### src/rtl/npc_pkg.sv
// Shared types, constants and helpers for the nearest palette color core.
// Used by npc_dist, npc_min and nearest_palette_color_core.
package npc_pkg;

  localparam int PAL_REGS   = 8;
  localparam int CH_W       = 8;
  localparam int COLOR_W    = 3 * CH_W;
  localparam int SQ_W       = 2 * CH_W;
  localparam int DIST_W     = 18;
  localparam int SLOT_W     = 3;
  localparam int IDX_W      = 4;
  localparam int CFG_IDX_W  = 3;
  localparam int OUT_DATA_W = 8;

  localparam logic [COLOR_W-1:0] PAL_RESET [PAL_REGS] = '{
    24'hF870F8, 24'hF87090, 24'hF8A030, 24'hF8E331,
    24'h1EE000, 24'h16C0F8, 24'h0150F8, 24'h9808F8
  };

  typedef logic [PAL_REGS-1:0][COLOR_W-1:0] palette_t;

  typedef struct packed {
    logic              vld;
    logic [DIST_W-1:0] dist_sq;
    logic [SLOT_W-1:0] slot;
  } cand_t;

  // Lower slot sits in a; b wins only if a is invalid or b has a strictly smaller distance.
  function automatic cand_t pick(input cand_t a, input cand_t b);
    cand_t res;
    res = a;
    if (b.vld && (!a.vld || (b.dist_sq < a.dist_sq))) begin
      res = b;
    end
    return res;
  endfunction

endpackage

### src/rtl/nearest_palette_color_core.sv
// Top level of the nearest palette color core: palette registers and pipeline.
// Depends on npc_pkg, npc_dist and npc_min.
//
// Usage: send one RGB color per request on the s_ channel; the m_ channel
// returns the one-based index of the nearest palette entry by squared
// Euclidean distance, lowest index on a tie, values 1 to PALETTE_SIZE.
// Palette entries are written through cfg_we/cfg_index/cfg_data, one 24-bit
// entry (red 23:16, green 15:8, blue 7:0) per write; the user must write
// entries only while idle; the core itself does not enforce it. Pipeline: three
// distance stages, then three levels of the minimum tree, up to m_tvalid.
// Throughput: one request per cycle unless stalled; every stage has its own valid bit.
// Stall: when m_tready is low, results collect in the empty stages; s_tready
// drops only once all six stages hold a request. Nothing is lost or repeated.
// Reset: clears all valid bits and loads the default palette.
module nearest_palette_color_core #(
  parameter int PALETTE_SIZE = npc_pkg::PAL_REGS
) (
  input  logic                               clk,
  input  logic                               rst,
  input  logic                               s_tvalid,
  output logic                               s_tready,
  input  logic [npc_pkg::COLOR_W-1:0]        s_tdata,   // red_in, green_in, blue_in
  output logic                               m_tvalid,
  input  logic                               m_tready,
  output logic [npc_pkg::OUT_DATA_W-1:0]     m_tdata,   // color_index, zero pad
  input  logic                               cfg_we,
  input  logic [npc_pkg::CFG_IDX_W-1:0]      cfg_index,
  input  logic [npc_pkg::COLOR_W-1:0]        cfg_data
);

  npc_pkg::palette_t                      palette;
  npc_pkg::cand_t [npc_pkg::PAL_REGS-1:0] cands;
  logic                                   dist_valid;
  logic                                   dist_ready;
  logic [npc_pkg::IDX_W-1:0]              color_index;

  always_ff @(posedge clk) begin
    if (rst) begin
      for (int i = 0; i < npc_pkg::PAL_REGS; i++) palette[i] <= npc_pkg::PAL_RESET[i];
    end else if (cfg_we) begin
      palette[cfg_index] <= cfg_data;
    end
  end

  npc_dist #(
    .PALETTE_SIZE(PALETTE_SIZE)
  ) u_dist (
    .clk       (clk),
    .rst       (rst),
    .in_valid  (s_tvalid),
    .in_ready  (s_tready),
    .red       (s_tdata[7:0]),
    .green     (s_tdata[15:8]),
    .blue      (s_tdata[23:16]),
    .palette   (palette),
    .out_valid (dist_valid),
    .out_ready (dist_ready),
    .cands     (cands)
  );

  npc_min u_min (
    .clk         (clk),
    .rst         (rst),
    .in_valid    (dist_valid),
    .in_ready    (dist_ready),
    .cands       (cands),
    .out_valid   (m_tvalid),
    .out_ready   (m_tready),
    .color_index (color_index)
  );

  assign m_tdata = {{(npc_pkg::OUT_DATA_W - npc_pkg::IDX_W){1'b0}}, color_index};

  a_index_range: assert property (@(posedge clk) disable iff (rst)
    m_tvalid |-> (color_index != '0) &&
                 (color_index <= npc_pkg::IDX_W'(PALETTE_SIZE)))
    else $error("color index out of range");

  a_full_stall: assert property (@(posedge clk) disable iff (rst)
    !s_tready |-> m_tvalid && !m_tready)
    else $error("input stalled without an output stall");

  a_reset_empty: assert property (@(posedge clk) disable iff (rst)
    $past(rst) |-> !m_tvalid && s_tready)
    else $error("pipeline not empty after reset");

endmodule

### src/rtl/npc_dist.sv
// Three-stage distance pipeline: channel differences, squares, per-entry sums.
// Depends on npc_pkg.
module npc_dist #(
  parameter int PALETTE_SIZE = npc_pkg::PAL_REGS
) (
  input  logic                                   clk,
  input  logic                                   rst,
  input  logic                                   in_valid,
  output logic                                   in_ready,
  input  logic [npc_pkg::CH_W-1:0]               red,
  input  logic [npc_pkg::CH_W-1:0]               green,
  input  logic [npc_pkg::CH_W-1:0]               blue,
  input  npc_pkg::palette_t                      palette,
  output logic                                   out_valid,
  input  logic                                   out_ready,
  output npc_pkg::cand_t [npc_pkg::PAL_REGS-1:0] cands
);

  logic [npc_pkg::PAL_REGS-1:0][2:0][npc_pkg::CH_W-1:0] diff;
  logic [npc_pkg::PAL_REGS-1:0][2:0][npc_pkg::SQ_W-1:0] sq;
  logic [npc_pkg::PAL_REGS-1:0][2:0][npc_pkg::CH_W-1:0] diff_next;
  logic [npc_pkg::PAL_REGS-1:0][2:0][npc_pkg::SQ_W-1:0] sq_next;
  npc_pkg::cand_t [npc_pkg::PAL_REGS-1:0]                cands_next;
  logic [2:0][npc_pkg::CH_W-1:0]                         pix;
  logic v1, v2, v3;
  logic rdy1, rdy2, rdy3;

  assign pix  = {red, green, blue};
  assign rdy3 = !v3 || out_ready;
  assign rdy2 = !v2 || rdy3;
  assign rdy1 = !v1 || rdy2;
  assign in_ready  = rdy1;
  assign out_valid = v3;

  always_comb begin
    for (int i = 0; i < npc_pkg::PAL_REGS; i++) begin
      for (int c = 0; c < 3; c++) begin
        if (pix[c] > palette[i][c*npc_pkg::CH_W +: npc_pkg::CH_W]) begin
          diff_next[i][c] = pix[c] - palette[i][c*npc_pkg::CH_W +: npc_pkg::CH_W];
        end else begin
          diff_next[i][c] = palette[i][c*npc_pkg::CH_W +: npc_pkg::CH_W] - pix[c];
        end
        sq_next[i][c] = npc_pkg::SQ_W'(diff[i][c]) * npc_pkg::SQ_W'(diff[i][c]);
      end
      cands_next[i].vld     = (i < PALETTE_SIZE);
      cands_next[i].slot    = npc_pkg::SLOT_W'(i);
      cands_next[i].dist_sq = npc_pkg::DIST_W'(sq[i][0]) + npc_pkg::DIST_W'(sq[i][1])
                            + npc_pkg::DIST_W'(sq[i][2]);
    end
  end

  always_ff @(posedge clk) begin
    if (rst) begin
      v1 <= 1'b0;
      v2 <= 1'b0;
      v3 <= 1'b0;
    end else begin
      if (rdy1) v1 <= in_valid;
      if (rdy2) v2 <= v1;
      if (rdy3) v3 <= v2;
    end
  end

  always_ff @(posedge clk) begin
    if (rdy1 && in_valid) diff <= diff_next;
    if (rdy2 && v1) sq <= sq_next;
    if (rdy3 && v2) cands <= cands_next;
  end

endmodule

### src/rtl/npc_min.sv
// Registered three-level minimum tree over the eight candidates.
// Depends on npc_pkg.
module npc_min (
  input  logic                                   clk,
  input  logic                                   rst,
  input  logic                                   in_valid,
  output logic                                   in_ready,
  input  npc_pkg::cand_t [npc_pkg::PAL_REGS-1:0] cands,
  output logic                                   out_valid,
  input  logic                                   out_ready,
  output logic [npc_pkg::IDX_W-1:0]              color_index
);

  npc_pkg::cand_t [3:0] lvl1;
  npc_pkg::cand_t [1:0] lvl2;
  npc_pkg::cand_t       lvl3;
  npc_pkg::cand_t [3:0] lvl1_next;
  npc_pkg::cand_t [1:0] lvl2_next;
  npc_pkg::cand_t       lvl3_next;
  logic v1, v2, v3;
  logic rdy1, rdy2, rdy3;

  assign rdy3 = !v3 || out_ready;
  assign rdy2 = !v2 || rdy3;
  assign rdy1 = !v1 || rdy2;
  assign in_ready  = rdy1;
  assign out_valid = v3;
  assign color_index = npc_pkg::IDX_W'(lvl3.slot) + npc_pkg::IDX_W'(1);

  always_comb begin
    for (int i = 0; i < 4; i++) lvl1_next[i] = npc_pkg::pick(cands[2*i], cands[2*i+1]);
    for (int i = 0; i < 2; i++) lvl2_next[i] = npc_pkg::pick(lvl1[2*i], lvl1[2*i+1]);
    lvl3_next = npc_pkg::pick(lvl2[0], lvl2[1]);
  end

  always_ff @(posedge clk) begin
    if (rst) begin
      v1 <= 1'b0;
      v2 <= 1'b0;
      v3 <= 1'b0;
    end else begin
      if (rdy1) v1 <= in_valid;
      if (rdy2) v2 <= v1;
      if (rdy3) v3 <= v2;
    end
  end

  always_ff @(posedge clk) begin
    if (rdy1 && in_valid) lvl1 <= lvl1_next;
    if (rdy2 && v1) lvl2 <= lvl2_next;
    if (rdy3 && v2) lvl3 <= lvl3_next;
  end

endmodule

### config.mk
export PLATFORM = sky130hd
export DESIGN_NAME = nearest_palette_color_core
export DESIGN_NICKNAME = d
export VERILOG_FILES = /design/src/rtl/npc_pkg.sv /design/src/rtl/nearest_palette_color_core.sv /design/src/rtl/npc_dist.sv /design/src/rtl/npc_min.sv
export SDC_FILE = /design/constraint.sdc
export NUM_CORES = 2
export LEC_CHECK = 0
export ABC_AREA = 1
export ABC_CLOCK_PERIOD_IN_PS = 56800
export BUFFER_PORTS_ARGS = -buffer_cell sky130_fd_sc_hd__buf_2
export CAP_MARGIN = 40
export CORE_ASPECT_RATIO = 0.6
export CORE_MARGIN = 3
export CORE_UTILIZATION = 52
export CTS_BUF_LIST = sky130_fd_sc_hd__clkbuf_8 sky130_fd_sc_hd__clkbuf_16
export DETAILED_ROUTE_END_ITERATION = 12
export HOLD_SLACK_MARGIN = 0.02
export PLACE_DENSITY = 0.67
export SYNTH_ARGS = -nofsm -noshare
export SYNTH_HDL_FRONTEND = slang
export SYNTH_SLANG_ARGS = --single-unit
### constraint.sdc
create_clock -name clk -period 56.8 [get_ports clk]
set_input_delay 11.36 -clock clk [delete_from_list [all_inputs] [get_ports clk]]
set_output_delay 11.36 -clock clk [all_outputs]
set_load 0.02 [all_outputs]
==> impl_metrics.env <==
export IMPL_initialDrtViolationCount=8871
export IMPL_fin_ws_ns=32.75
export IMPL_synth_top_area_frac=0.226
export IMPL_worst_pin_slew_ns=0.930
export IMPL_grt_max_degree=75
export IMPL_syn2layout_area_growth_pct=5.85
export IMPL_clockBufferDepth=3
export IMPL_final_net_count=16100
export IMPL_multi_input_area_um2=68000
export IMPL_grt_pass1_vias=78400
export IMPL_clkLatencyLatePin_ns=0.76
export IMPL_maxSlewViolCount=0
export IMPL_cp_slowest_cell="nor2_1"
export IMPL_slowest_delay_ns=0.39
export IMPL_hold_depth=2
export IMPL_dieArea_um2=214000
export IMPL_maxCapViolCount=0
export IMPL_layout_commonest_cell="nand2_1"
export IMPL_dpl_hpwl_mm=230
export IMPL_ant_nets=0
export IMPL_hold_buffers=0
export IMPL_critPathArrivalTime_ns=12.69
export IMPL_yosys_area_top_type="edfxtp_1"
export IMPL_cp_required_ns=45.44
export IMPL_drc=0
export IMPL_fmaxAchievable_ghz=0.0416
export IMPL_cts_root_buffer="clkbuf_16"
export IMPL_dp_cells=16600
export IMPL_cts_resized=0
export IMPL_slew_headroom=0.380
export IMPL_layout_common_cells="nand2_1 (3952), inv_1 (2822), ha_1 (1437)"
export IMPL_port_buffer_count=61
export IMPL_num_vias=86800
export IMPL_ys_seq_area_frac=0.262
export IMPL_cp_cell_sequence="buf_2, nor2_1, nand4_1, nor2_1, nand2_1, buf_2"
export IMPL_drive_above_1_share=0.0299
export IMPL_worst_clock_skew_ns=0.0298
export IMPL_cts_tree="yes"
export IMPL_finalSetupViolations=0
export IMPL_startpoint_type="input pin"
export IMPL_grt_use_total=0.264
export IMPL_cp_num_buf_inv=2
export IMPL_ys_seq_elements=1013
export IMPL_finalHoldViolations=0
export IMPL_post_route_period_util=0.423
export IMPL_grt_pass1_wl_mm=446
export IMPL_vdd_drop_max_v=0.0000492
export IMPL_p_leak_nw=62.9
export IMPL_core_area_um2=207000
export IMPL_yosysWarnings=0
export IMPL_reg2reg_depth=10
export IMPL_synth_distinct_cells=41
export IMPL_worst_path_stages=6
export IMPL_fp_dieH_um=360
export IMPL_clock_sinks=1013
export IMPL_cts_buffers=108
export IMPL_fin_setup_tns_ns=0
export IMPL_end_kind="primary output"
export IMPL_clkTransAtPathRegs_ns=0.06
export IMPL_fin_crit_ns=24.05
export IMPL_avgRoutedWirePerCell_um=17.0
export IMPL_rsz0062_at_grt="false"
export IMPL_h_tree_depth=3
export IMPL_cellPowerDensity_nw_per_um2=60.4
export IMPL_ios=66
export IMPL_path_max_fanout=5
export IMPL_syn_inst=14100
export IMPL_hold_path_class="flip-flop to flip-flop"
export IMPL_postLayoutCoreUtil=0.555
export IMPL_die_x_um=596
export IMPL_synthesis_area_um2=108000
export IMPL_place_ws_ns=32.71
export IMPL_first_pass_iters=8
export IMPL_status="complete, no violations"
export IMPL_gp_congestion=0.935
export IMPL_critical_path_top_delay_family="simple AND/OR/NAND/NOR gates"
export IMPL_avgSynthCellArea_um2=7.69
export IMPL_cts_setup_buffers=0
export IMPL_routed_wl_mm=285
export IMPL_synthTopCellsByArea="edfxtp_1 (23%), ha_1 (17%), nand2_1 (14%)"
export IMPL_fill_cells=19400
export IMPL_stdcell_count=16800
export IMPL_grt_overflow=0
export IMPL_fin_hold_ws_ns=0.458
export IMPL_row_count=129
export IMPL_antenna_found_initial=16
export IMPL_initial_core_util=0.524
export IMPL_ff_latch_area_um2=28400
export IMPL_critical_path_class="input pin to primary output"
export IMPL_vias_per_cell=5.16
## metrics by stage
stage / total power, mW / cell area [um^2]
after detailed placement: 6.03 / 111000
final: 6.93 / 115000
after CTS: 6.82 / 115000
after global placement: 5.98 / 111000
after floorplan: 4.69 / 108000
after global routing: 7.63 / 115000
## worst paths after layout
check             slack, ns       endpoint            start
setup / recovery      32.75       s_tready         m_tready
hold / removal         0.46   palette[159]     palette[159]
setup reg to reg      51.50  u_dist.sq[59]  u_min.out_valid
hold reg to reg        0.46   palette[159]     palette[159]
## cell usage after synthesis (all sizes together)
cell / n
buf: 91
nor3: 66
clkbuf: 244
edfxtp: 815
nand2: 3967
ha: 1437
inv: 2818
o21ai: 499
a31oi: 26
xor2: 490
o211ai: 72
dfxtp: 198
o21bai: 40
mux2i: 3
nand3b: 10
or2: 53
conb: 1
a21oi: 772
o21a: 48
fa: 658
nand4: 193
xnor2: 112
a21o: 42
nand3: 602
nor2: 805
and2: 38
## sequential cells by signal, indices dropped and copies added (netlist names), 3 cells and up
register	cells
u_dist.cands	144
u_min.lvl3	3
u_min.lvl1	76
u_dist.diff	192
palette	192
u_dist.sq	360
u_min.lvl2	40
## routing by layer
| metal | vias to the layer above | part of all wire | global-route usage |
|---|---|---|---|
| met2 | 3092 | 0.35 | 0.328 |
| li1 | 44000 | - | - |
| met4 | 0 | 0.015 | 0.0385 |
| met3 | 226 | 0.13 | 0.0919 |
| met5 | - | 0 | 0 |
| met1 | 39500 | 0.51 | 0.431 |
## worst register-to-register path, delay by kind of cell (launching register included)
kind          cells  cell delay, ns
buf+inv           6            3.92
flops             1            0.31
simple gates      4            0.66
## cells by family (layout without fill, tap and decap cells)
family                     count (synthesis)  in the layout  synth area share
other                                      1              9         0.0000346
DFF                                     1013           1013             0.262
adders and majority gates               2095           2095             0.287
and+or+nand+nor                         5734           5734             0.215
xor gates and xnor gates                 602            602            0.0486
buffers and inverters                   3153           3112             0.111
AOI/OAI and AO/OA                       1499           1499            0.0760
muxes                                      3              3          0.000277
## layout make-up
cell class	instances	share of cell area
diodes	3	0.0000654
clock buffers	117	0.0249
clock inverters	84	0.00706
inverters	2818	0.0922
multi-input cells	9939	0.593
flip-flops and latches	1013	0.248
well taps	2751	0.0300
repair buffers	93	0.00539
## report_power, final
part	switching (mW)	internal [mW]
combinational	3.19	1.64
sequential	0.143	1.21
clock	0.333	0.416
total	3.67	3.26
No activity file was read; power rests on OpenSTA's default activity.
